### config.mk
export PLATFORM = sky130hd
export DESIGN_NAME = lcrcm_dist_lane
export DESIGN_NICKNAME = d
export VERILOG_FILES = /design/src/design/lcrcm_pkg.sv /design/src/design/lcrcm_dist_lane.sv
export SDC_FILE = /design/constraint.sdc
export NUM_CORES = 1
export LEC_CHECK = 0
export BUFFER_PORTS_ARGS = -buffer_cell sky130_fd_sc_hd__buf_2
export CORE_MARGIN = 5
export CORE_UTILIZATION = 50
export DETAILED_ROUTE_END_ITERATION = 16
export GPL_TIMING_DRIVEN = 0
export PLACE_DENSITY = 0.81
export SETUP_SLACK_MARGIN = 0.1
export SLEW_MARGIN = 10
export SYNTH_ARGS = -nofsm -noshare
export SYNTH_HDL_FRONTEND = slang
export SYNTH_SLANG_ARGS = --single-unit
### constraint.sdc
create_clock -name vclk -period 13.71
set_input_delay 2.742 -clock vclk [all_inputs]
set_output_delay 2.742 -clock vclk [all_outputs]
set_load 0.02 [all_outputs]
### src/design/lcrcm_pkg.sv
`default_nettype none
package lcrcm_pkg;

  localparam int PALETTE_MAX = 8;
  localparam int NUM_NBR     = 8;
  localparam int CNT_W       = 4;
  localparam int SUM_W       = 11;
  localparam int DIST_W      = 18;
  localparam int RECIP_W     = 17;
  localparam int RECIP_SHIFT = 16;
  localparam int CFG_IDX_W   = 3;
  localparam int CFG_DATA_W  = 48;

  localparam logic [CFG_IDX_W-1:0] CFG_BIRTH   = 3'd0;
  localparam logic [CFG_IDX_W-1:0] CFG_SURVIVE = 3'd1;
  localparam logic [CFG_IDX_W-1:0] CFG_COUNT   = 3'd2;
  localparam logic [CFG_IDX_W-1:0] CFG_PAL01   = 3'd3;
  localparam logic [CFG_IDX_W-1:0] CFG_PAL23   = 3'd4;
  localparam logic [CFG_IDX_W-1:0] CFG_PAL45   = 3'd5;
  localparam logic [CFG_IDX_W-1:0] CFG_PAL67   = 3'd6;

  typedef logic [2:0]  pidx_t;
  typedef logic [23:0] rgb_t;
  typedef logic [3:0][47:0] pal_regs_t;
  typedef logic [NUM_NBR-1:0][DIST_W-1:0] dist_vec_t;

  typedef struct packed {
    logic [7:0] centre_cell;
    logic [7:0] north_west;
    logic [7:0] north;
    logic [7:0] north_east;
    logic [7:0] west;
    logic [7:0] east;
    logic [7:0] south_west;
    logic [7:0] south;
    logic [7:0] south_east;
  } in_item_t;

  typedef struct packed {
    logic [7:0] next_cell;
    logic       born;
    logic       died;
  } out_item_t;

  typedef struct packed {
    logic       live;
    logic [7:0] r;
    logic [7:0] g;
    logic [7:0] b;
  } nbr_col_t;

  // Two colours per register, the even one in the low half.
  function automatic rgb_t colour_of(pal_regs_t pal, pidx_t idx);
    logic [47:0] word;
    word = pal[idx[2:1]];
    return idx[0] ? word[47:24] : word[23:0];
  endfunction

  // ceil(2^16 / n): exact floor division for sums up to 8 * 255.
  function automatic logic [RECIP_W-1:0] recip(logic [CNT_W-1:0] n);
    logic [RECIP_W-1:0] r;
    case (n)
      4'd1:    r = 17'd65536;
      4'd2:    r = 17'd32768;
      4'd3:    r = 17'd21846;
      4'd4:    r = 17'd16384;
      4'd5:    r = 17'd13108;
      4'd6:    r = 17'd10923;
      4'd7:    r = 17'd9363;
      4'd8:    r = 17'd8192;
      default: r = 17'd0;
    endcase
    return r;
  endfunction

endpackage
`default_nettype wire

### src/design/lcrcm_dist_lane.sv
`default_nettype none
module lcrcm_dist_lane
  import lcrcm_pkg::*;
(
  input  wire logic [7:0] mean_r,
  input  wire logic [7:0] mean_g,
  input  wire logic [7:0] mean_b,
  input  wire rgb_t       colour,
  output logic [DIST_W-1:0] sq_dist
);

  logic [7:0]  dr, dg, db;
  logic [15:0] sr, sg, sb;

  always_comb begin
    dr = (mean_r >= colour[23:16]) ? mean_r - colour[23:16] : colour[23:16] - mean_r;
    dg = (mean_g >= colour[15:8])  ? mean_g - colour[15:8]  : colour[15:8]  - mean_g;
    db = (mean_b >= colour[7:0])   ? mean_b - colour[7:0]   : colour[7:0]   - mean_b;
    sr = 16'(dr) * 16'(dr);
    sg = 16'(dg) * 16'(dg);
    sb = 16'(db) * 16'(db);
    sq_dist = DIST_W'(sr) + DIST_W'(sg) + DIST_W'(sb);
  end

endmodule
`default_nettype wire

# --- Yosys cells after proc, flatten, opt, wreduce, memory -nomap -nowiden ---
# Index checks and enable logic that the tools add are counted.
classes:
  n_addsub: 8
  multipliers: 3
  n_lt_le_gt_ge: 3
  n_mux: 3
ops:
  columns: ["cell", "n"]
  rows:
  - ["$mul A8 B8 Y16", 3]
  - ["$sub A8 B8 Y8", 6]
  - ["$ge A8 B8 Y1", 3]
  - ["$mux W8", 3]
  - ["$add A17 B16 Y18", 1]
  - ["$add A16 B16 Y17", 1]
totals:
  ff_bits: 0
  inputBits: 48
  out_inout_bits: 18

# --- Depth between registers and ports, before layout ---
depth:
  word_depth: 5
  ltp_mapped: 33

# --- Worst setup path before layout ---
# Ideal clock, no wire load.
synth_timing:
  path_type: "in2out"
  startpoint: "input port mean_b[0]"
  endpoint: "output port sq_dist[16]"
  arrival_time_ps: 10479
  required_ps: 10968
  setup_slack_ps: 489
  cell_stages: 28
  path_cell_list: "inv_1 ha_1 inv_1 fa_1 a21o_1 a211o_1 a221oi_4 mux2i_1 xnor2_2 or2_2 fa_1 fa_1 fa_1 inv_1 fa_1 fa_1 inv_1 fa_1 fa_1 inv_1 ha_1 o21ai_0 nor2_1 or4_1 a31o_2 a21oi_1 o21ai_0 xor2_1"
synth_between:
  elab_chain_len: 4
synth_lines:
  columns: ["item", "line_no", "rtl"]
  rows:
  - ["start, declared", "lcrcm_dist_lane.sv:7", "input wire logic [7:0] mean_b,"]
  - ["$sub A8 B8 Y8 / $ge A8 B8 Y1 (equally long branches)", "lcrcm_dist_lane.sv:18", "db = (mean_b >= colour[7:0]) ? mean_b - colour[7:0] : colour[7:0] - mean_b;"]
  - ["$mux W8 *", "lcrcm_dist_lane.sv:18", null]
  - ["$mul A8 B8 Y16 *", "lcrcm_dist_lane.sv:21", "sb = 16'(db) * 16'(db);"]
  - ["$add A17 B16 Y18 *", "lcrcm_dist_lane.sv:22", "sq_dist = DIST_W'(sr) + DIST_W'(sg) + DIST_W'(sb);"]
  - ["end, declared", "lcrcm_dist_lane.sv:9", "output logic [DIST_W-1:0] sq_dist"]
# Every way passes the cells marked *; elsewhere a longest branch is shown, timed or not.

# --- Worst setup path in the final report ---
layout_timing:
  startpoint: "input port mean_r[0]"
  endpoint: "output port sq_dist[16]"
layout_between:
  elab_chain_len: 5
layout_lines:
  columns: ["item", "line_no", "rtl"]
  rows:
  - ["start, declared", "lcrcm_dist_lane.sv:5", "input wire logic [7:0] mean_r,"]
  - ["$sub A8 B8 Y8 / $ge A8 B8 Y1 (equally long branches)", "lcrcm_dist_lane.sv:16", "dr = (mean_r >= colour[23:16]) ? mean_r - colour[23:16] : colour[23:16] - mean_r;"]
  - ["$mux W8 *", "lcrcm_dist_lane.sv:16", null]
  - ["$mul A8 B8 Y16 *", "lcrcm_dist_lane.sv:19", "sr = 16'(dr) * 16'(dr);"]
  - ["$add A16 B16 Y17 *", "lcrcm_dist_lane.sv:22", null]
  - ["$add A17 B16 Y18 *", "lcrcm_dist_lane.sv:22", null]
# Marked as above.

==> run metrics <==
hpwl dp roughly 13 mm; area of the multi-input gates between 6000 and 7000 um2; Pre-antenna DRT Iters 5; port bufs 66; Setup-failing EPs final 0; Die ar. 17,400 um2; nets@finish 1,277; Slew HR 55.5%; Setup crit end sq_dist[16]; Final WS setup about 0.28 ns; Avg Cell Area, Syn 8.57 um2; Max-Cap Viols 0; share of post-route cells with drive strength above 1 between 10% and 20%; most numerous cell in the Yosys netlist inv_1; Mapped Cells approximately 870; first-pass GRT wire length approximately 26 mm; Design Area, Final 8670 um2; fin crit share a little over nine tenths; met3 usage less than 1%; most used cell, CP fa_1; post-synth net total approximately 1,200; CLK BUF 0; crit path max fanout 10; pin count of the biggest net entering global routing 11; status finished clean; antenna cells 0; Die Width around 130 um; total area of sequential cells 0 um2; Critical Path Start Type input port; FP Rows 44; setup TNS 0 ns; Tightest Pin Transition 0.665 ns; All-Layer GR Usage 17.2%; Critical Path AT approximately 11 ns; grt met1 use 22.3%; vias per cell 5.18; Total Wirelength between 15 and 20 mm; RSZ-0062 raised after global routing true; Seq cells 0; post-synthesis cell type count slightly above 50; Area growth, synth to finish 16.7%; DR WL/cell around 14 um; Vias between 5,000 and 6,000; leading area contributor after synthesis fa_1; stages on the worst setup path 34; top cells by count, synth inv_1 (247), fa_1 (139), ha_1 (124), nor2_1 (84), a21oi_1 (36); Post-route DRC 0; Critical Path Source mean_r[0]; Post-Syn Area 7430 um2; Crit Path Category input port to output port; Seq/Total Area, Yosys 0%; CP Buf/Inv Count 10; Top Ports 66; initial DRC count around 300; worst stage delay on the critical path 0.58 ns; CP max stage cell or4_4; vias in the first global route 6,078; post-synth top area share between 30% and 40%; initial antenna violation count 0; Core Region roughly 15,000 um2; Worst Hold Class input port to output port; met2 usage in global routing between 30% and 40%; achievable frequency roughly 74 MHz; grt ovf 0; antenna viol nets, final 0; critical path data required time 10.97 ns; fill cell count 1,220; Setup crit end kind output port; Synthesis Warnings 0; Fin. Hold Viols 0; Final GP Congestion 0.870; Tmin final approximately 13 ns; cell family with most CP delay adder cells; DP Worst Slack -0.448 ns; busiest layer in global routing met2; Slew Limit Fails 0; Initial Utilization roughly half; Post-DP Area 7990 um2; Die Height ~130 um; largest cells by area after synthesis fa_1 (37%), ha_1 (21%), inv_1 (12%)
## cell type report
class              count  share of cell area, %
plain buffers         14                   1.05
inverters            250                   10.9
multi-input cells    603                   78.3
well taps            184                   2.66
repair buffers        97                   7.10
## kinds of logic after synthesis
logic type                 synth area share, %
and+or+nand+nor                           11.1
xor gates and xnor gates                  4.53
muxes                                     2.85
buffers and inverters                     13.5
adders and majority gates                 58.3
AOI/OAI and AO/OA                         9.70
## worst min path at each step
stage	startpoint	end	cells past startpoint
2_1_floorplan	colour[16]	sq_dist[0]	3
3_3_place_gp	colour[8]	sq_dist[0]	5
3_5_place_dp	colour[8]	sq_dist[0]	5
4_1_cts	colour[8]	sq_dist[0]	5
5_1_grt	colour[8]	sq_dist[1]	5
6_report	colour[8]	sq_dist[0]	5
## per-layer routing
layer | wire length (um) | vias to the layer above
met3 | 608 | 22
met2 | 8600 | 127
met5 | 0 | -
li1 | - | 2835
met4 | 240 | 0
met1 | 6480 | 2963
## through the flow
step | hold slack (ns) | instances | util (%)
2_1_floorplan | 5.86 | 867 | -
3_3_place_gp | 6.07 | 1117 | 55.0
3_5_place_dp | 6.10 | 1117 | 55.0
4_1_cts | 6.09 | 1131 | 56.7
5_1_grt | 6.15 | 1148 | 59.7
6_report | 6.09 | 1148 | 59.7
## layout by cell type (no fill, tap or decap), drive strengths merged, types with 12 or more instances in the layout
master and instances:
a21oi 37, o21ai 24, mux2i 20, nand2 23, fa 139, xnor2 23, ha 124, nor2 85
nand2b 15, buf 107, inv 250, xor2 12
## repair_timing
| item | CTS | global route |
|---|---|---|
| pin swaps | 10 | 43 |
| cloned | 0 | 0 |
| gates resized for setup | 26 | 67 |
| hold endpoints to repair | 0 | 0 |
| setup endpoints to repair | 9 | 9 |
| hold buffers | 0 | 0 |
| setup buffers | 14 | 17 |
Power is left out: the tool's default activity adds up to more than one toggle a clock period on the data nets, which glitch-free logic cannot reach.
