[src/design/lcrcm_pkg.sv]
`default_nettype none
package lcrcm_pkg;

  localparam int PALETTE_MAX = 8;
  localparam int NUM_NBR     = 8;
  localparam int CNT_W       = 4;
  localparam int SUM_W       = 11;
  localparam int DIST_W      = 18;
  localparam int RECIP_W     = 17;
  localparam int RECIP_SHIFT = 16;
  localparam int CFG_IDX_W   = 3;
  localparam int CFG_DATA_W  = 48;

  localparam logic [CFG_IDX_W-1:0] CFG_BIRTH   = 3'd0;
  localparam logic [CFG_IDX_W-1:0] CFG_SURVIVE = 3'd1;
  localparam logic [CFG_IDX_W-1:0] CFG_COUNT   = 3'd2;
  localparam logic [CFG_IDX_W-1:0] CFG_PAL01   = 3'd3;
  localparam logic [CFG_IDX_W-1:0] CFG_PAL23   = 3'd4;
  localparam logic [CFG_IDX_W-1:0] CFG_PAL45   = 3'd5;
  localparam logic [CFG_IDX_W-1:0] CFG_PAL67   = 3'd6;

  typedef logic [2:0]  pidx_t;
  typedef logic [23:0] rgb_t;
  typedef logic [3:0][47:0] pal_regs_t;
  typedef logic [NUM_NBR-1:0][DIST_W-1:0] dist_vec_t;

  typedef struct packed {
    logic [7:0] centre_cell;
    logic [7:0] north_west;
    logic [7:0] north;
    logic [7:0] north_east;
    logic [7:0] west;
    logic [7:0] east;
    logic [7:0] south_west;
    logic [7:0] south;
    logic [7:0] south_east;
  } in_item_t;

  typedef struct packed {
    logic [7:0] next_cell;
    logic       born;
    logic       died;
  } out_item_t;

  typedef struct packed {
    logic       live;
    logic [7:0] r;
    logic [7:0] g;
    logic [7:0] b;
  } nbr_col_t;

  // Two colours per register, the even one in the low half.
  function automatic rgb_t colour_of(pal_regs_t pal, pidx_t idx);
    logic [47:0] word;
    word = pal[idx[2:1]];
    return idx[0] ? word[47:24] : word[23:0];
  endfunction

  // ceil(2^16 / n): exact floor division for sums up to 8 * 255.
  function automatic logic [RECIP_W-1:0] recip(logic [CNT_W-1:0] n);
    logic [RECIP_W-1:0] r;
    case (n)
      4'd1:    r = 17'd65536;
      4'd2:    r = 17'd32768;
      4'd3:    r = 17'd21846;
      4'd4:    r = 17'd16384;
      4'd5:    r = 17'd13108;
      4'd6:    r = 17'd10923;
      4'd7:    r = 17'd9363;
      4'd8:    r = 17'd8192;
      default: r = 17'd0;
    endcase
    return r;
  endfunction

endpackage
`default_nettype wire

[src/design/lcrcm_nbr_lane.sv]
`default_nettype none
module lcrcm_nbr_lane
  import lcrcm_pkg::*;
(
  input  wire logic [7:0] nbr,
  input  wire pidx_t      last_idx,
  input  wire pal_regs_t  pal,
  output nbr_col_t        col
);

  logic [7:0] ci;
  pidx_t      sel;
  rgb_t       rgb;

  always_comb begin
    ci = nbr - 8'd1;
    // clamp indices past the palette to the last colour in use
    sel = (ci > {5'd0, last_idx}) ? last_idx : ci[2:0];
    rgb = colour_of(pal, sel);
    col.live = (nbr != 8'd0);
    col.r = col.live ? rgb[23:16] : 8'd0;
    col.g = col.live ? rgb[15:8]  : 8'd0;
    col.b = col.live ? rgb[7:0]   : 8'd0;
  end

endmodule
`default_nettype wire

[config.mk]
export PLATFORM = sky130hd
export DESIGN_NAME = lcrcm_nbr_lane
export DESIGN_NICKNAME = d
export VERILOG_FILES = /design/src/design/lcrcm_pkg.sv /design/src/design/lcrcm_nbr_lane.sv
export SDC_FILE = /design/constraint.sdc
export NUM_CORES = 1
export LEC_CHECK = 0
export BUFFER_PORTS_ARGS = -buffer_cell sky130_fd_sc_hd__buf_4
export CORE_AREA = 5 5 85 87
export DETAILED_ROUTE_END_ITERATION = 6
export DIE_AREA = 0 0 90 92
export PLACE_DENSITY = 0.89
export SLEW_MARGIN = 0
export SYNTH_ARGS = -nofsm -noshare
export SYNTH_HDL_FRONTEND = slang
export SYNTH_SLANG_ARGS = --single-unit
[constraint.sdc]
create_clock -name vclk -period 6.25
set_clock_uncertainty 0.15 [all_clocks]
set_input_delay 0.9375 -clock vclk [all_inputs]
set_output_delay 0.9375 -clock vclk [all_outputs]
set_load 0.005 [all_outputs]
* After elaboration in Yosys (flattened, before gate mapping)
Index checks and enable logic that the tools add are counted.
W data, S select, Z words.
** Storage, ports and cells
- Logic and storage cells :: 11
- Input port bits :: 203
- Output and inout port bits :: 25
- Flip-flop bits (word level) :: 0
** Cells by class
- $lt $le $gt $ge :: 2
- Mux-type cells :: 7
- Add/subtract/negate cells :: 1
- Reductions and logical operators :: 1
** Operators by type and width (number)
- $bmux W48 S2 :: 1
- $mux W48 :: 1
- $mux W24 :: 1
- $mux W8 :: 3
- $gt A8 B3 Y1 :: 1
- $reduce_bool A8 Y1 :: 1
- $sub A8 B1 Y8 const B :: 1
- $lt A2 B3 Y1 const B :: 1
- $mux W3 :: 1

* Depth between registers and ports, before layout
Gate-level depths: netlist of run 1.
- Depth after elaboration :: 7
- Depth in mapped cells :: 13
- Depth with buffers taken out :: 11

* Worst setup path before layout of run 1
No wires, ideal clock.
- Kind :: input port to output port
- From :: input nbr[0]
- To :: output col[0] (netlist name)
- Path buffers :: 2
- Arrival time :: 3.155 ns
- Path slack :: 2.008 ns
- Stages on the path :: 13
- Path through :: inv_1 > ha_1 > xor2_1 > ha_1 > nor2_1 > a31oi_1 > and2_1 > nor3_1 > buf_2 > clkbuf_1 > nor3b_1 > a211oi_1 > nor4_1
** RTL lines
- from (decl) :: line lcrcm_nbr_lane.sv:5 : input wire logic [7:0] nbr,
- to (decl) :: line lcrcm_nbr_lane.sv:8 : output nbr_col_t col

==> flow_summary.ini, run 1 <==
[route]
vias_per_cell = 6.17
dr.pass1.iters = 5
drt_iter0_markers = 256
drc = 0
routedWlPerCell_microns = 21.0
drt_wl_total_microns = 12600
drtAntennaViolNets = 0
vias = 3697

[synth]
synth_top_area_share_pct = 16.4
ys_warn_count = 0
syn-cell-area_sq_mm = 0.00219
yosys-top-cells-area = a211oi_1 (16%), and3_1 (14%), a221oi_1 (9.6%)
syn_inst = 324
syn_area_per_cell_sq_um = 6.76
yosysSeqAreaShare_pct = 0
yosys-top-cells-count = a211oi_1 (48), and3_1 (48), nor4_1 (26)
synth_nets = 531
ys_types = 31
synth_area_leader_cell = a211oi_1

[final_layout]
area_growth_pct = 78.8
fillCellCount = 588
fin_nets = 731
diodes = 0
seq_cells = 0
nClkBuffers = 0
regArea_sq_um = 0
final_layout_size_suffix_gt1_share_pct = 47.5
fin_area_sq_mm = 0.00392

[critical_path]
worst_path_most_repeated_cell = buf_4
start_kind = input pin
required_ps = 5160
cpMaxStageDelayCell = o21ai_4
endpoint_kind = primary output
crit_path_cell_trace = buf_4 > inv_1 > ha_1 > xor2_1 > ha_1 > nor2_1 > a31oi_1 > and2_1 > o21ai_4 > buf_4 > a21boi_0 > o31ai_1 > nor4_1 > buf_4
path_class = in -> out
crit_fanout = 40
slowest_delay_ps = 630
arrival_ps = 4370

[clocking]
cts-resized-gates = 0
cts_hold_buffers = 0
post_cts_buffers = 0

[power]
peakVddDrop_uv = 50.8
leakage_nw = 1.86
fin_total_pwr_mw = 0.284
power_density_mw_per_mm2 = 72.5

[grt]
grt_max_degree = 49
first_global_vias = 3409
grt_overflow = 0
antenna_found_initial = 0
grt_first_pass_wirelength_microns = 18600
grt_usage_pct = 27.0

[timing]
worst_pin_slew_ps = 977
setup_viol = 0
rsz0062_at_grt = false
hold_viol_final = 0
period_share_pct = 87.3
max_slew_margin_pct = 34.7
fmax_ghz = 0.183
tns_ps = 0
report.final.slew_viol_count = 0
period_needed_ps = 5460

[floorplanning]
die_w_microns = 90
die_h_microns = 92
die_area_sq_mm = 0.00828
core_area_sq_mm = 0.00628
ios = 228
placementRows = 29
start_util_pct = 34.9

[outcome]
run_status = finished clean

[hold_path]
hold_depth = 3
hp-class = in -> out

[place]
place.gp.congestion = 1.03
dp_hpwl_microns = 10200
placedInstanceArea_sq_mm = 0.00392
io_buffers = 228

[flow_run]
max_cap_viol_count = 0
==> layer usage <==
metal | track usage, % | part of all wire [%] | wire [microns]
met5 | 0 | 0 | 0
met1 | 38.1 | 42 | 5320
met4 | 4.34 | 2.7 | 342
met3 | 4.42 | 7.8 | 983
met2 | 44.0 | 47 | 5950
==> critical path: cells and delay by family <==
kind | cells | cell delay (ps)
buf+inv | 4 | 800
fa+ha+maj | 2 | 520
xor+xnor | 1 | 320
simple gates | 3 | 450
compound gates | 4 | 1320
==> cell families (layout without fill, tap and decap cells) <==
| kind of cell | Yosys count | count (layout) | share of synthesized area [%] |
|---|---|---|---|
| XOR/XNOR | 3 | 3 | 1.20 |
| AO/OA/AOI/OAI | 128 | 128 | 45.5 |
| adder cells (fa/ha/maj) | 4 | 4 | 2.28 |
| AND/OR/NAND/NOR | 142 | 142 | 40.9 |
| multiplexers | 1 | 1 | 0.514 |
| buffers and inverters | 46 | 244 | 9.59 |
==> metrics by stage <==
step	hold WS, ps	setup slack (ps)	std cells	utilization (%)
after floorplan	1820	2010	324	-
after global routing	2050	576	599	62.4
final	2030	791	599	62.4
after global placement	2030	1050	599	62.4
after CTS	2030	891	599	62.4
after detailed placement	2030	903	599	62.4
==> cell type report <==
cell class / instances / area (sq um) / area share (%)
Inverter: 6 / 22.5 / 0.575
Tap cell: 77 / 96.3 / 2.46
Timing Repair Buffer: 238 / 1790 / 45.6
Multi-Input combinational cell: 278 / 2010 / 51.4
==> where the power goes <==
group | total (mW) | internal, mW | switching (mW)
combinational | 0.284 | 0.163 | 0.121
sequential | 0 | 0 | 0
clock | 0 | 0 | 0
total | 0.284 | 0.163 | 0.121
==> cells in the final DEF, fill, tap and decap left out <==
master | netlist | final
nor4_1 | 26 | 26
a21boi_0 | 24 | 24
a211o_1 | 2 | 2
xnor2_1 | 1 | 1
or3b_1 | 1 | 1
a221oi_1 | 24 | 24
mux2_2 | 1 | 1
nand3_1 | 2 | 1
o21ai_4 | 0 | 1
o31ai_1 | 24 | 24
nor3_2 | 0 | 1
and3_4 | 1 | 1
a21oi_4 | 1 | 1
a21oi_2 | 0 | 1
a31oi_1 | 2 | 1
a211oi_1 | 48 | 48
nand3_2 | 0 | 1
and3_1 | 48 | 48
nor2b_1 | 24 | 24
nor3_1 | 3 | 2
o31a_1 | 1 | 1
inv_1 | 6 | 6
buf_4 | 0 | 238
xor2_1 | 2 | 2
ha_1 | 4 | 4
nand2_1 | 7 | 7
nor3b_1 | 24 | 24
and2_1 | 1 | 1
or2_2 | 1 | 1
a31oi_2 | 0 | 1
or3b_2 | 1 | 1
nor2_1 | 3 | 3
==> final timing paths <==
check	start	end	slack, ps
setup / recovery	nbr[0]	col[7]	790
hold / removal	nbr[4]	col[24]	2030
Power figures use the tool's default switching activity.
==> run 2: changes to the inputs <==
- CORE_AREA: 5 5 85 87 -> default
- CORE_ASPECT_RATIO: default -> 0.6
- CORE_MARGIN: default -> 5
- CORE_UTILIZATION: default -> 40
- DIE_AREA: 0 0 90 92 -> default
- PLACE_DENSITY: 0.89 -> 0.95
==> run 2 against run 1 <==
Setup slack got worse by 230 ps. Clock-buffer cell count did not move. Global-route usage rose by 4.4 points. Combinational power barely moved. Via count rose by 0.57%. First-iteration DRC count rose by 34%. Design area fell by 0.48%. Cell count fell by 2.5%. Critical path type unchanged.
==> flow_summary.ini, run 2 (synthesis gave the netlist of run 1 again) <==
[timing]
report.final.slew_viol_count = 0
setup_viol = 0
worst_pin_slew_ps = 965
worst_slack_ps = 565
period_needed_ps = 5680
hold_viol_final = 0
period_share_pct = 91.0
rsz0062_at_grt = false
tns_ps = 0
fmax_ghz = 0.176
max_slew_margin_pct = 35.7

[final_layout]
area_growth_pct = 78.0
seq_cells = 0
multi_input_area_sq_mm = 0.00201
diodes = 0
nClkBuffers = 0
final_layout_size_suffix_gt1_share_pct = 47.1
fin_nets = 727
final_common_cell = buf_4
fillCellCount = 440
final_cell_mix = buf_4 (232), a211oi_1 (48), and3_1 (48)
regArea_sq_um = 0

[route]
drtAntennaViolNets = 0
routedWlPerCell_microns = 21.0
vias = 3718
vias_per_cell = 6.37
drc = 0
dr.pass1.iters = 5
drt_wl_total_microns = 12300
drt_iter0_markers = 342

[critical_path]
arrival_ps = 4600
slowest_delay_ps = 870
crit_family = simple AND/OR/NAND/NOR gates
path_class = in -> out
crit_fanout = 26
endpoint_kind = primary output
required_ps = 5160
crit_path_cell_trace = buf_4 > inv_1 > ha_1 > xor2_1 > ha_1 > nor2_1 > a31oi_1 > nand2_1 > nand3_2 > nand2_1 > a211oi_1 > nor4_1 > buf_4
start_kind = input pin
cpMaxStageDelayCell = nand2_1
cp.buffers_inverters = 3

[grt]
grt_overflow = 0
grt_usage_pct = 31.5
first_global_vias = 3527
grt_first_pass_wirelength_microns = 18100
grt_max_degree = 73
antenna_found_initial = 0

[clocking]
post_cts_buffers = 0
cts-resized-gates = 0
cts_hold_buffers = 0

[power]
p_sw_share_pct = 42.7
p_int_mw = 0.162
peakVddDrop_uv = 38.6
fin_total_pwr_mw = 0.283
leakage_nw = 1.85
clockPowerShare_pct = 0
combPwrFrac_pct = 100.0
power_density_mw_per_mm2 = 72.7
pwr-share-seq_pct = 0
netSwitchingPower_mw = 0.121

[outcome]
run_status = finished clean

[floorplanning]
die_w_microns = 106
ios = 228
start_util_pct = 42.3
placementRows = 20
die_h_microns = 67.3
core_area_sq_mm = 0.00518
die_area_sq_mm = 0.00711

[flow_run]
max_cap_viol_count = 0

[place]
io_buffers = 228
place_worst_setup_slack_ps = 684
dp_hpwl_microns = 9910
place.gp.congestion = 1.06

[hold_path]
hp-class = in -> out
-- run 2: cell count changes in the layout (fill, tap and decap cells not counted) --
cell / previous run / this run
buf_12: 0 / 2
buf_4: 238 / 232
-- run 2: worst paths after layout --
check	depth (start not counted)	startpoint	slack, ps	end
worst min-delay path	3	nbr[4]	2040	col[24]
worst max-delay path	13	nbr[0]	570	col[19]
-- run 2: worst min-delay path, stage by stage --
cell    delay, ps
buf_4         100
or3b_2        110
buf_4         100
-- run 2: power by group through the flow --
stage / Sequential (mW) / Combinational [mW] / Clock, mW
floorplan: 0 / 0.119 / 0
global placement: 0 / 0.271 / 0
detailed placement: 0 / 0.279 / 0
CTS: 0 / 0.280 / 0
global route: 0 / 0.304 / 0
finish: 0 / 0.283 / 0
-- run 2: area by class of cell --
cell class	count	area share, %
multi-input cells	278	51.6
inverters	6	0.578
repair buffers	234	45.7
well taps	66	2.12
-- run 2: layer usage --
metal  vias to the layer above  routed length [microns]  track usage [%]
met5                         -                        0                0
met4                         0                      312             5.82
met3                        38                     1320             6.21
met2                       264                     5590             52.5
met1                      1710                     5060             42.9
li1                       1706                        -                -
-- run 2: metrics by stage --
stage               std cells  cell area (sq um)  util [%]  hold WS [ps]
floorplan                 324               2190         -          1820
global route              584               3900      75.3          2050
finish                    584               3900      75.3          2040
global placement          584               3900      75.3          2030
CTS                       584               3900      75.3          2030
detailed placement        584               3900      75.3          2030
