`src/design/lcrcm_pkg.sv`:
```
`default_nettype none
package lcrcm_pkg;

  localparam int PALETTE_MAX = 8;
  localparam int NUM_NBR     = 8;
  localparam int CNT_W       = 4;
  localparam int SUM_W       = 11;
  localparam int DIST_W      = 18;
  localparam int RECIP_W     = 17;
  localparam int RECIP_SHIFT = 16;
  localparam int CFG_IDX_W   = 3;
  localparam int CFG_DATA_W  = 48;

  localparam logic [CFG_IDX_W-1:0] CFG_BIRTH   = 3'd0;
  localparam logic [CFG_IDX_W-1:0] CFG_SURVIVE = 3'd1;
  localparam logic [CFG_IDX_W-1:0] CFG_COUNT   = 3'd2;
  localparam logic [CFG_IDX_W-1:0] CFG_PAL01   = 3'd3;
  localparam logic [CFG_IDX_W-1:0] CFG_PAL23   = 3'd4;
  localparam logic [CFG_IDX_W-1:0] CFG_PAL45   = 3'd5;
  localparam logic [CFG_IDX_W-1:0] CFG_PAL67   = 3'd6;

  typedef logic [2:0]  pidx_t;
  typedef logic [23:0] rgb_t;
  typedef logic [3:0][47:0] pal_regs_t;
  typedef logic [NUM_NBR-1:0][DIST_W-1:0] dist_vec_t;

  typedef struct packed {
    logic [7:0] centre_cell;
    logic [7:0] north_west;
    logic [7:0] north;
    logic [7:0] north_east;
    logic [7:0] west;
    logic [7:0] east;
    logic [7:0] south_west;
    logic [7:0] south;
    logic [7:0] south_east;
  } in_item_t;

  typedef struct packed {
    logic [7:0] next_cell;
    logic       born;
    logic       died;
  } out_item_t;

  typedef struct packed {
    logic       live;
    logic [7:0] r;
    logic [7:0] g;
    logic [7:0] b;
  } nbr_col_t;

  // Two colours per register, the even one in the low half.
  function automatic rgb_t colour_of(pal_regs_t pal, pidx_t idx);
    logic [47:0] word;
    word = pal[idx[2:1]];
    return idx[0] ? word[47:24] : word[23:0];
  endfunction

  // ceil(2^16 / n): exact floor division for sums up to 8 * 255.
  function automatic logic [RECIP_W-1:0] recip(logic [CNT_W-1:0] n);
    logic [RECIP_W-1:0] r;
    case (n)
      4'd1:    r = 17'd65536;
      4'd2:    r = 17'd32768;
      4'd3:    r = 17'd21846;
      4'd4:    r = 17'd16384;
      4'd5:    r = 17'd13108;
      4'd6:    r = 17'd10923;
      4'd7:    r = 17'd9363;
      4'd8:    r = 17'd8192;
      default: r = 17'd0;
    endcase
    return r;
  endfunction

endpackage
`default_nettype wire

```
`src/design/lcrcm_merge.sv`:
```
`default_nettype none
module lcrcm_merge
  import lcrcm_pkg::*;
(
  input  wire dist_vec_t lane_dist,
  input  wire pidx_t     last_idx,
  output pidx_t          best
);

  typedef struct packed {
    logic              ok;
    logic [DIST_W-1:0] d;
    pidx_t             idx;
  } cand_t;

  // a holds the lower indices: b wins only when strictly nearer
  function automatic cand_t pick(cand_t a, cand_t b);
    return (b.ok && (!a.ok || (b.d < a.d))) ? b : a;
  endfunction

  cand_t l0 [8];
  cand_t l1 [4];
  cand_t l2 [2];
  cand_t l3;

  always_comb begin
    for (int i = 0; i < 8; i++) begin
      l0[i].ok  = (3'(i) <= last_idx);
      l0[i].d   = lane_dist[i];
      l0[i].idx = 3'(i);
    end
    for (int i = 0; i < 4; i++) begin
      l1[i] = pick(l0[2*i], l0[2*i+1]);
    end
    for (int i = 0; i < 2; i++) begin
      l2[i] = pick(l1[2*i], l1[2*i+1]);
    end
    l3 = pick(l2[0], l2[1]);
    best = l3.idx;
  end

endmodule
`default_nettype wire

```
`config.mk`:
```
export PLATFORM = sky130hd
export DESIGN_NAME = lcrcm_merge
export DESIGN_NICKNAME = d
export VERILOG_FILES = /design/src/design/lcrcm_pkg.sv /design/src/design/lcrcm_merge.sv
export SDC_FILE = /design/constraint.sdc
export NUM_CORES = 1
export LEC_CHECK = 0
export BUFFER_PORTS_ARGS = -buffer_cell sky130_fd_sc_hd__buf_2
export CAP_MARGIN = 10
export CORE_ASPECT_RATIO = 0.7
export CORE_MARGIN = 2
export CORE_UTILIZATION = 47
export DETAILED_ROUTE_END_ITERATION = 10
export MAX_ROUTING_LAYER = met4
export PLACE_DENSITY_LB_ADDON = 0.05
export SYNTH_ARGS = -nofsm -noshare
export SYNTH_HDL_FRONTEND = slang
export SYNTH_SLANG_ARGS = --single-unit
```
`constraint.sdc`:
```
create_clock -name vclk -period 8.8
set_input_delay 0.88 -clock vclk [all_inputs]
set_output_delay 0.88 -clock vclk [all_outputs]
set_load 0.01 [all_outputs]
```
== Word level (Yosys, flattened, before mapping) ==
Cells that the tools add are included.
Widths: inputs -> output; s select.
Operators by class
  muxes and demuxes: 7
  reduce and logical (&&, ||, !) cells: 21
  $lt $le $gt $ge: 15
Operators with widths (number)
  $mux 22: 6
  $lt 18x18->1: 7
  $le 3x3->1 const A: 4
  $logic_and 1x1->1: 7
  $logic_not 1->1: 7
  $logic_or 1x1->1: 7
  $le 1x3->1 const A: 2
  $le 2x3->1 const A: 2
  $mux 3: 1
Storage, ports and cells
  logic and storage cells: 43
  output and inout bits: 3
  register bits after elaboration: 0
  input port bits: 147

== Longest topological paths before layout ==
Gate-level depths: netlist (run 1).
  depth after elaboration: 13
  depth in mapped cells: 32
  depth with buffers taken out: 29

== Worst setup path before layout (run 1) ==
No wires, ideal clock.
  kind: input to output
  start point: in lane_dist[115] in the netlist's numbering
  end point: out best[1]
  required time: 7.920 ns
  stages on the path: 31
  data arrival time: 7.291 ns
  path buffers: 3
  path slack: 0.629 ns
  cells stage by stage: inv_1 > ha_1 > a211oi_1 > nor2_1 > or4_1 > a21oi_2 > clkbuf_1 > nor2_1 > a21oi_1 > inv_1 > ha_1 > a211o_1 > a221o_1 > o221ai_1 > a31oi_1 > nor4_1 > inv_1 > o31ai_1 > buf_4 > buf_4 > mux2i_1 > ha_1 > a21o_1 > a21o_1 > a21oi_1 > o2111ai_1 > o21bai_1 > nor3_1 > o221ai_1 > o32ai_2 > mux2_2
On the way
  longest elaborated chain between the ends: 12
Ends and longest elaborated chain
  from (decl): RTL line lcrcm_merge.sv:5  | input wire dist_vec_t lane_dist,
  $lt 18x18->1: RTL line lcrcm_merge.sv:18  | return (b.ok && (!a.ok || (b.d < a.d))) ? b : a;
  $logic_or 1x1->1: RTL line lcrcm_merge.sv:18
  $logic_and 1x1->1: RTL line lcrcm_merge.sv:18
  $mux 22 (*): RTL line lcrcm_merge.sv:18
  $lt 18x18->1: RTL line lcrcm_merge.sv:18
  $logic_or 1x1->1: RTL line lcrcm_merge.sv:18
  $logic_and 1x1->1: RTL line lcrcm_merge.sv:18
  $mux 22 (*): RTL line lcrcm_merge.sv:18
  $lt 18x18->1: RTL line lcrcm_merge.sv:18
  $logic_or 1x1->1: RTL line lcrcm_merge.sv:18
  $logic_and 1x1->1: RTL line lcrcm_merge.sv:18
  $mux 3 (*): RTL line lcrcm_merge.sv:18
  to (decl): RTL line lcrcm_merge.sv:7  | output pidx_t best
Mark *: on every way between the ends. The rest lies on a longest branch, timed or not.

== Worst setup path after layout (run 1) ==
  start point: in lane_dist[75] in the netlist's numbering
  end point: out best[1]
On the way
  longest elaborated chain between the ends: 12
  elaborated cells on any way between the ends: 13
  those cells by class: 3 x order compare; 3 x mux; 7 x reduce/logical
Ends and longest elaborated chain (RTL line)
  $lt 18x18->1: lcrcm_merge.sv:18
  $logic_or 1x1->1: lcrcm_merge.sv:18
  $logic_and 1x1->1: lcrcm_merge.sv:18
  $mux 22 (*): lcrcm_merge.sv:18
  $lt 18x18->1 / $logic_not 1->1 (equally long branches): lcrcm_merge.sv:18
  $logic_or 1x1->1: lcrcm_merge.sv:18
  $logic_and 1x1->1: lcrcm_merge.sv:18
  $mux 22 (*): lcrcm_merge.sv:18
  $lt 18x18->1: lcrcm_merge.sv:18
  $logic_or 1x1->1: lcrcm_merge.sv:18
  $logic_and 1x1->1: lcrcm_merge.sv:18
  $mux 3 (*): lcrcm_merge.sv:18
Marked as above.

==> results of run 1 <==
## power breakdown
group	total (mW)	switching (mW)	internal [mW]	leakage, nW
clock	0	0	0	0
combinational	0.395	0.209	0.187	3.05
sequential	0	0	0	0
## metrics by stage
step / cell area [sq um] / power, mW / hold slack [ps]
5_1_grt: 5161 / 0.4472 / 2444
6_report: 5161 / 0.3955 / 2413
3_3_place_gp: 5127 / 0.3803 / 2397
3_5_place_dp: 5127 / 0.3900 / 2404
2_1_floorplan: 4198 / 0.2744 / 2055
4_1_cts: 5127 / 0.3935 / 2408
## area by class of cell
cell class,count,area (sq um)
Inverter,109,409.1
Tap cell,120,150.1
Multi-Input combinational cell,445,3729
Timing Repair Buffer,164,873.3
Fill cell,858,3387
## critical path: cells and delay by family
family	cells	cell delay [ps]
AO/OA/AOI/OAI	14	2940
buffers and inverters	7	1100
multiplexers	3	1010
adder cells (fa/ha/maj)	3	890
AND/OR/NAND/NOR	4	700
## worst min path at each step
stage | start | to | cells after the start
2_1_floorplan | last_idx[2] | best[2] | 3
3_3_place_gp | last_idx[2] | best[2] | 5
3_5_place_dp | last_idx[2] | best[2] | 5
4_1_cts | last_idx[2] | best[2] | 5
5_1_grt | last_idx[2] | best[2] | 5
6_report | last_idx[2] | best[2] | 5
## metal layers
metal  vias up  track usage, %
met3        10           1.387
met2       108           39.36
met5         -               -
met1      1959           33.42
li1       2351               -
met4         0          0.8556
## logic make-up after synthesis
group,Yosys count,synth area share [%]
AO/OA/AOI/OAI,133,19.82
buffers and inverters,124,12.25
adder cells (fa/ha/maj),119,35.47
AND/OR/NAND/NOR,117,13.62
multiplexers,76,18.84
## cell usage in the layout (no fill, tap or decap), drive strengths merged, types with 3 or more instances in the layout
cell type / n
buf: 164
nand2: 14
nor2: 50
a221oi: 3
a21o: 13
inv: 109
o21a: 3
and4: 3
a211oi: 8
ha: 119
a21oi: 63
nand3: 8
a21boi: 3
a2111oi: 3
a31oi: 3
nor2b: 3
mux2i: 55
nor4: 3
nor3: 6
nand4: 22
o221ai: 3
nand2b: 3
o21ai: 17
mux2: 21
## timing repair
item,in CTS,in global routing
resized for setup,0,5
buffers inserted,0,1
setup endpoints to repair,0,3
==> flow_summary_export.csv, run 1 <==
group,metric,value,unit
outcome,outcome,"complete, no violations",
synth,ys_warn_count,0,
detailed_routing,drtIter0Drc,182,
die,die_area,0.009715,sq mm
die,fp.dieH,83.07,microns
worst_setup_path,required,7920,ps
worst_setup_path,cp-startpoint,"lane_dist[75]",
clock_network,cts_hold_buf,0,
power_and_ir_drop,leakage,3.052,nW
worst_setup_path,cp_max_fo,12,
worst_setup_path,worstPathArrival,7510,ps
die,initial_core_util,49.11,%
worst_setup_path,endpoint_kind,"output pin",
global_route,grt_pass1_vias,4245,
sta,worst_pin_slew,659.1,ps
sta,maxSlewViolCount,0,
cells_and_area,area.sequential,0,sq um
cells_and_area,nFlopsAndLatches,0,
power_and_ir_drop,pwr_density_cell,76.62,mW/mm^2
worst_setup_path,cp_common_cell,"ha_1",
placement,pre_cts_slack,244.0,ps
placement,place_inst,836,
sta,min_period,8389,ps
sta,fin_crit_sh,95.33,%
die,fp-row-count,28,
worst_setup_path,cpPeakStageDelay,610,ps
worst_setup_path,startpoint_type,"primary input",
die,pin_count,150,
worst_hold_path,hold_path.class,"primary input to output pin",
detailed_routing,routed_wl,11800,microns
synth,synth.avg_cell_area,7.377,sq um
synth,syn_nets,835,
global_route,antenna_found_initial,0,
cells_and_area,post-route-util,60.38,%
detailed_routing,via_per_inst,5.284,
detailed_routing,ant_nets,0,
global_route,track_usage,23.73,%
synth,yosysSeqAreaShare,0,%
cells_and_area,finalNonFillerCells,838,
synth,synthCells,569,
detailed_routing,wirelength_met1,5833,microns
cells_and_area,antenna_cells,0,
global_route,grt_first_pass_wirelength,18660,microns
synth,syn_area,0.004198,sq mm
synth,synth_area_leader_cell,"ha_1",
worst_setup_path,cp_slowest_cell,"o31ai_4",
worst_setup_path,cp-endpoint,"best[1]",
detailed_routing,via_count,4428,
detailed_routing,drc,0,
sta,finalHoldViolCount,0,
synth,synth_cell_types,48,
global_route,grt_max_degree,37,
run,max_cap_violations,0,
sta,slew_headroom,56.06,%
synth,synth_top_area_share,35.47,%
sta,setup_viol,0,
placement,dp_hpwl,10680,microns
placement,portBuffers,150,
detailed_routing,dr.pass1.iters,4,
detailed_routing,wl_met2,5199,microns
sta,setup_ws,411.1,ps
detailed_routing,wl_met3,727,microns
power_and_ir_drop,peakVddDrop,0.03071,mV
cells_and_area,layout-drive-gt1-share,27.16,%
detailed_routing,highest_layer,"met4",
cells_and_area,syn_to_final_growth,22.95,%
synth,synth_common_cells,"119 x ha_1, 109 x inv_1, 62 x a21oi_1",
cells_and_area,final_nets,986,
global_route,globalRouteOverflowTotal,0,
die,die_x,117.0,microns
detailed_routing,wl_per_cell,14.09,microns
synth,synth.most_common_cell,"ha_1",
cells_and_area,clockBufferCount,0,
die,core_area,0.008548,sq mm
synth,synth.area.top_cells,"ha_1 35%, mux2i_1 13%, inv_1 9.7%, a21oi_1 7.4%, mux2_2 5.4%",
worst_setup_path,critPathKind,"primary input to output pin",
placement,place_congestion,0.8645,
sta,clock.fmax,0.1192,GHz
sta,setup_tns,0,ps
Power figures use the tool's default switching activity.
==> run 2: changes to the inputs <==
==> constraint.sdc (replaced) <==
create_clock -name vclk -period 8.8
set_input_delay 1.76 -clock vclk [all_inputs]
set_output_delay 1.76 -clock vclk [all_outputs]
set_load 0.01 [all_outputs]
==> flow_summary_export.csv, run 2 (synthesis results as in run 1) <==
group,metric,value,unit
power_and_ir_drop,peakVddDrop,0.06841,mV
worst_setup_path,startpoint_type,"primary input",
worst_setup_path,endpoint_kind,"output pin",
global_route,grt_first_pass_wirelength,25940,microns
cells_and_area,layout-drive-gt1-share,54.19,%
detailed_routing,wl_per_cell,23.49,microns
power_and_ir_drop,pwr_density_cell,94.36,mW/mm^2
sta,setup_viol,3,
sta,rsz0062_at_grt,"true",
worst_hold_path,hold_path.class,"primary input to output pin",
cells_and_area,layout.cells.most_common,"buf_4",
global_route,antenna_found_initial,1,
detailed_routing,via_per_inst,6.467,
outcome,violations,"negative setup slack",
placement,place_congestion,0.9302,
sta,maxSlewViolCount,0,
power_and_ir_drop,swShare,50.98,%
power_and_ir_drop,seqPwrFrac,0,%
cells_and_area,finalNonFillerCells,1053,
placement,place_inst,1001,
placement,portBuffers,150,
worst_setup_path,required,7040,ps
sta,clock.fmax,0.09484,GHz
placement,placed_area,0.006511,sq mm
sta,min_period,10540,ps
global_route,grt_pass1_vias,5685,
sta,finalHoldViolCount,0,
worst_setup_path,cp_num_buf_inv,9,
run,max_cap_violations,0,
power_and_ir_drop,p_switching,0.3634,mW
cells_and_area,fillCellCount,431,
worst_setup_path,critPathKind,"primary input to output pin",
detailed_routing,routed_wl,24740,microns
cells_and_area,nFlopsAndLatches,0,
global_route,globalRouteOverflowTotal,0,
worst_setup_path,cp_max_fo,6,
global_route,track_usage,33.71,%
worst_setup_path,worstPathArrival,8780,ps
power_and_ir_drop,combPwrFrac,100.0,%
power_and_ir_drop,leakage,4.139,nW
die,die_x,117.0,microns
die,die_area,0.009715,sq mm
worst_setup_path,cpPeakStageDelay,490,ps
detailed_routing,drc,0,
cells_and_area,design_area,0.007555,sq mm
power_and_ir_drop,power_frac_clock,0,%
sta,setup_ws,-1744,ps
detailed_routing,via_count,6810,
die,core_area,0.008548,sq mm
cells_and_area,final_cell_mix,"211 x buf_4, 143 x buf_2, 99 x ha_1",
cells_and_area,final_nets,1198,
outcome,outcome,"complete, but fails checks",
clock_network,cts_hold_buf,0,
cells_and_area,area.sequential,0,sq um
cells_and_area,syn_to_final_growth,79.97,%
worst_setup_path,cp_top_family,"compound AO/OA/AOI/OAI gates",
die,fp-row-count,28,
detailed_routing,ant_nets,0,
cells_and_area,post-route-util,88.38,%
sta,slew_headroom,39.89,%
die,initial_core_util,49.11,%
placement,dp_hpwl,12780,microns
power_and_ir_drop,finalPower,0.7129,mW
global_route,grt_max_degree,19,
worst_setup_path,cp_common_cell,"buf_4",
power_and_ir_drop,internal-power,0.3495,mW
die,pin_count,150,
sta,worst_pin_slew,892.2,ps
detailed_routing,drtIter0Drc,741,
detailed_routing,dr.pass1.iters,9,
placement,pre_cts_slack,-1242,ps
sta,fin_crit_sh,119.8,%
die,fp.dieH,83.07,microns
cells_and_area,clockBufferCount,0,
worst_setup_path,cp_slowest_cell,"nor4_4",
[run 2: cell types whose count changed in the layout (fill, tap and decap cells not counted), sizes merged]
cell	before	now
buf	164	375
diode	0	3
o31ai	2	3
[run 2: what timing repair did]
item,CTS,global route
setup endpoints to repair,3,3
gates resized for setup,46,83
setup buffers,35,14
cloned,2,0
hold endpoints to repair,0,0
pin swaps,29,42
[run 2: final timing paths]
path | endpoint | from | slack, ps | depth (start not counted)
worst min-delay path | best[1] | lane_dist[18] | 4520 | 7
worst max-delay path | best[0] | lane_dist[77] | -1740 | 32
[run 2: per-layer routing]
metal	global-route usage, %	wire, microns	up-vias
met5	-	0	-
met2	59.12	10380	684
met4	10.80	2892	0
met1	41.02	8479	3006
met3	1.825	2990	324
li1	-	-	2796
[run 2: cell type report]
class / count / area [sq um] / area share [%]
Antenna cell: 3 / 7.507 / 0.09937
Inverter: 109 / 416.7 / 5.515
Multi-Input combinational cell: 446 / 4388 / 58.08
Tap cell: 120 / 150.1 / 1.987
Timing Repair Buffer: 375 / 2592 / 34.32
[run 2: worst min-delay path, delay by kind of cell]
kind / cells / cell delay, ps
AO/OA/AOI/OAI: 1 / 200
multiplexers: 2 / 330
buffers and inverters: 4 / 470
[run 2: stage by stage]
step / setup TNS (ps) / hold WS [ps]
3_5_place_dp: -3442 / 4429
4_1_cts: -2289 / 4423
3_3_place_gp: -3170 / 4424
5_1_grt: -5996 / 4517
2_1_floorplan: -1281 / 3797
6_report: -4912 / 4516
[run 2: power by group through the flow]
stage / logic, mW / registers, mW / clock network [mW]
2_1_floorplan: 0.284 / 0 / 0
3_3_place_gp: 0.483 / 0 / 0
3_5_place_dp: 0.511 / 0 / 0
4_1_cts: 0.559 / 0 / 0
5_1_grt: 0.737 / 0 / 0.0000000513
6_report: 0.713 / 0 / 0.0000000608
==> run 3: changes to the inputs <==
--- a/config.mk
+++ b/config.mk
@@ -5,6 +5,7 @@
 export SDC_FILE = /design/constraint.sdc
 export NUM_CORES = 1
 export LEC_CHECK = 0
+export ABC_AREA = 1
 export BUFFER_PORTS_ARGS = -buffer_cell sky130_fd_sc_hd__buf_2
 export CAP_MARGIN = 10
 export CORE_ASPECT_RATIO = 0.7
==> flow_summary_export.csv, run 3 <==
group,metric,value,unit
outcome,outcome,"complete, no violations",
sta,maxSlewViolCount,0,
cells_and_area,final_nets,1181,
synth,ys_warn_count,0,
worst_setup_path,startpoint_type,"primary input",
clock_network,cts_hold_buf,0,
sta,setup_viol,0,
cells_and_area,final_cell_mix,"242 x nand2_1, 150 x buf_2, 119 x ha_1",
cells_and_area,post-route-util,59.12,%
cells_and_area,area.sequential,0,sq um
cells_and_area,design_area,0.005320,sq mm
worst_setup_path,cp_common_cell,"nand2_1",
sta,min_period,8323,ps
cells_and_area,syn_to_final_growth,22.93,%
die,core_area,0.008999,sq mm
synth,yosysSeqAreaShare,0,%
die,die_x,118.7,microns
worst_setup_path,cpPeakStageDelay,350,ps
cells_and_area,layout.cells.most_common,"nand2_1",
sta,worst_pin_slew,728.7,ps
synth,synth_area_leader_cell,"ha_1",
synth,synth.avg_cell_area,5.628,sq um
synth,synth.area.top_cells,"ha_1 34%, nand2_1 21%, inv_1 10%, o21ai_0 9.9%, a21oi_1 6.6%",
cells_and_area,antenna_cells,0,
die,pin_count,150,
synth,syn_area,0.004328,sq mm
global_route,track_usage,24.57,%
global_route,globalRouteOverflowTotal,0,
placement,portBuffers,150,
global_route,grt_first_pass_wirelength,20420,microns
global_route,grt_pass1_vias,4815,
detailed_routing,drc,0,
sta,slew_headroom,51.24,%
die,fp-row-count,29,
sta,finalHoldViolCount,0,
detailed_routing,wl_per_cell,12.39,microns
worst_setup_path,worstPathArrival,6560,ps
power_and_ir_drop,pwr_density_cell,75.11,mW/mm^2
detailed_routing,drtIter0Drc,251,
synth,synthCells,769,
detailed_routing,routed_wl,12850,microns
worst_setup_path,endpoint_kind,"output pin",
synth,syn_nets,1035,
sta,clock.fmax,0.1202,GHz
sta,setup_tns,0,ps
power_and_ir_drop,peakVddDrop,0.03283,mV
worst_setup_path,required,7040,ps
run,max_cap_violations,0,
worst_setup_path,critPathKind,"primary input to output pin",
placement,placed_area,0.005215,sq mm
placement,dp_hpwl,11220,microns
detailed_routing,ant_nets,0,
synth,synth_cell_types,32,
worst_setup_path,cp_slowest_cell,"a221oi_1",
global_route,grt_max_degree,37,
cells_and_area,layout-drive-gt1-share,21.58,%
detailed_routing,dr.pass1.iters,5,
worst_setup_path,cp-endpoint,"best[1]",
detailed_routing,via_per_inst,5.100,
cells_and_area,nFlopsAndLatches,0,
placement,pre_cts_slack,57.76,ps
die,initial_core_util,48.10,%
die,fp.dieH,84.29,microns
placement,place_congestion,0.8549,
synth,synth.most_common_cell,"nand2_1",
worst_setup_path,cp-startpoint,"lane_dist[53]",
sta,fin_crit_sh,94.58,%
cells_and_area,fillCellCount,956,
detailed_routing,via_count,5289,
synth,synth_top_area_share,34.40,%
synth,synth_common_cells,"242 x nand2_1, 119 x ha_1, 119 x inv_1",
power_and_ir_drop,leakage,3.249,nW
die,die_area,0.01000,sq mm
global_route,antenna_found_initial,0,
worst_setup_path,cp_max_fo,18,
worst_hold_path,hold_path.class,"primary input to output pin",
sta,rsz0062_at_grt,"false",
sta,setup_ws,477.1,ps
cells_and_area,clockBufferCount,0,
[run 3: cell types whose count changed in the layout (fill, tap and decap cells not counted), moves of 14 or more]
cell	change
a21oi_2	-20
ha_4	-19
inv_1	+20
ha_1	+20
mux2i_1	-46
mux2_2	-19
nand4_1	-17
a21oi_1	+17
buf_4	-203
nand2_1	+228
o21ai_0	+69
buf_6	-14
[run 3: power by group]
| part | switching, mW | internal, mW |
|---|---|---|
| combinational | 0.241 | 0.158 |
| clock | 0 | 0 |
| sequential | 0 | 0 |
[run 3: layer usage]
metal / share of wire (%) / wire, microns / GRT usage, % / vias up
met3: 5.9 / 762 / 0.6114 / 5
met4: 0.28 / 36 / 1.082 / 0
met1: 50 / 6424 / 33.83 / 2324
met5: 0 / 0 / - / -
met2: 44 / 5628 / 42.32 / 156
li1: - / - / - / 2804
[run 3: timing repair]
item | in CTS | in global routing
gates resized for setup | 0 | 20
endpoints found under the setup margin | 0 | 3
buffers inserted | 0 | 2
[run 3: cell type report]
| type | instances | area [sq um] | share of cell area, % |
|---|---|---|---|
| repair inverters | 1 | 7.507 | 0.1411 |
| inverters | 129 | 493.0 | 9.266 |
| multi-input cells | 624 | 3834 | 72.06 |
| repair buffers | 159 | 830.8 | 15.62 |
| well taps | 124 | 155.1 | 2.916 |
[run 3: cell families (layout without fill, tap and decap cells)]
kind of cell | count (synthesis) | count (layout) | share of synthesized area [%]
AOI/OAI and AO/OA | 165 | 165 | 20.01
adders and majority gates | 119 | 119 | 34.40
buffers and inverters | 147 | 289 | 12.84
and+or+nand+nor | 338 | 340 | 32.76
[run 3: how the worst min path moves through the flow]
stage | start | endpoint | cells past startpoint | slack (ps)
4_1_cts | last_idx[2] | best[0] | 7 | 4230
2_1_floorplan | last_idx[2] | best[0] | 5 | 3870
6_report | last_idx[2] | best[0] | 7 | 4280
5_1_grt | last_idx[2] | best[0] | 7 | 4330
3_3_place_gp | last_idx[2] | best[0] | 7 | 4220
3_5_place_dp | last_idx[2] | best[0] | 7 | 4230
[run 3: worst max-delay path, delay by kind of cell]
| kind | cells | cell delay [ps] |
|---|---|---|
| AOI/OAI and AO/OA | 9 | 1870 |
| adders and majority gates | 3 | 870 |
| buffers and inverters | 7 | 770 |
| and+or+nand+nor | 12 | 1260 |
[run 3: per-stage QoR]
stage	power, mW	std cells	hold WS (ps)
2_1_floorplan	0.2641	769	3872
3_3_place_gp	0.3699	1032	4218
3_5_place_dp	0.3814	1032	4232
4_1_cts	0.3840	1032	4232
5_1_grt	0.4619	1037	4328
6_report	0.3996	1037	4278
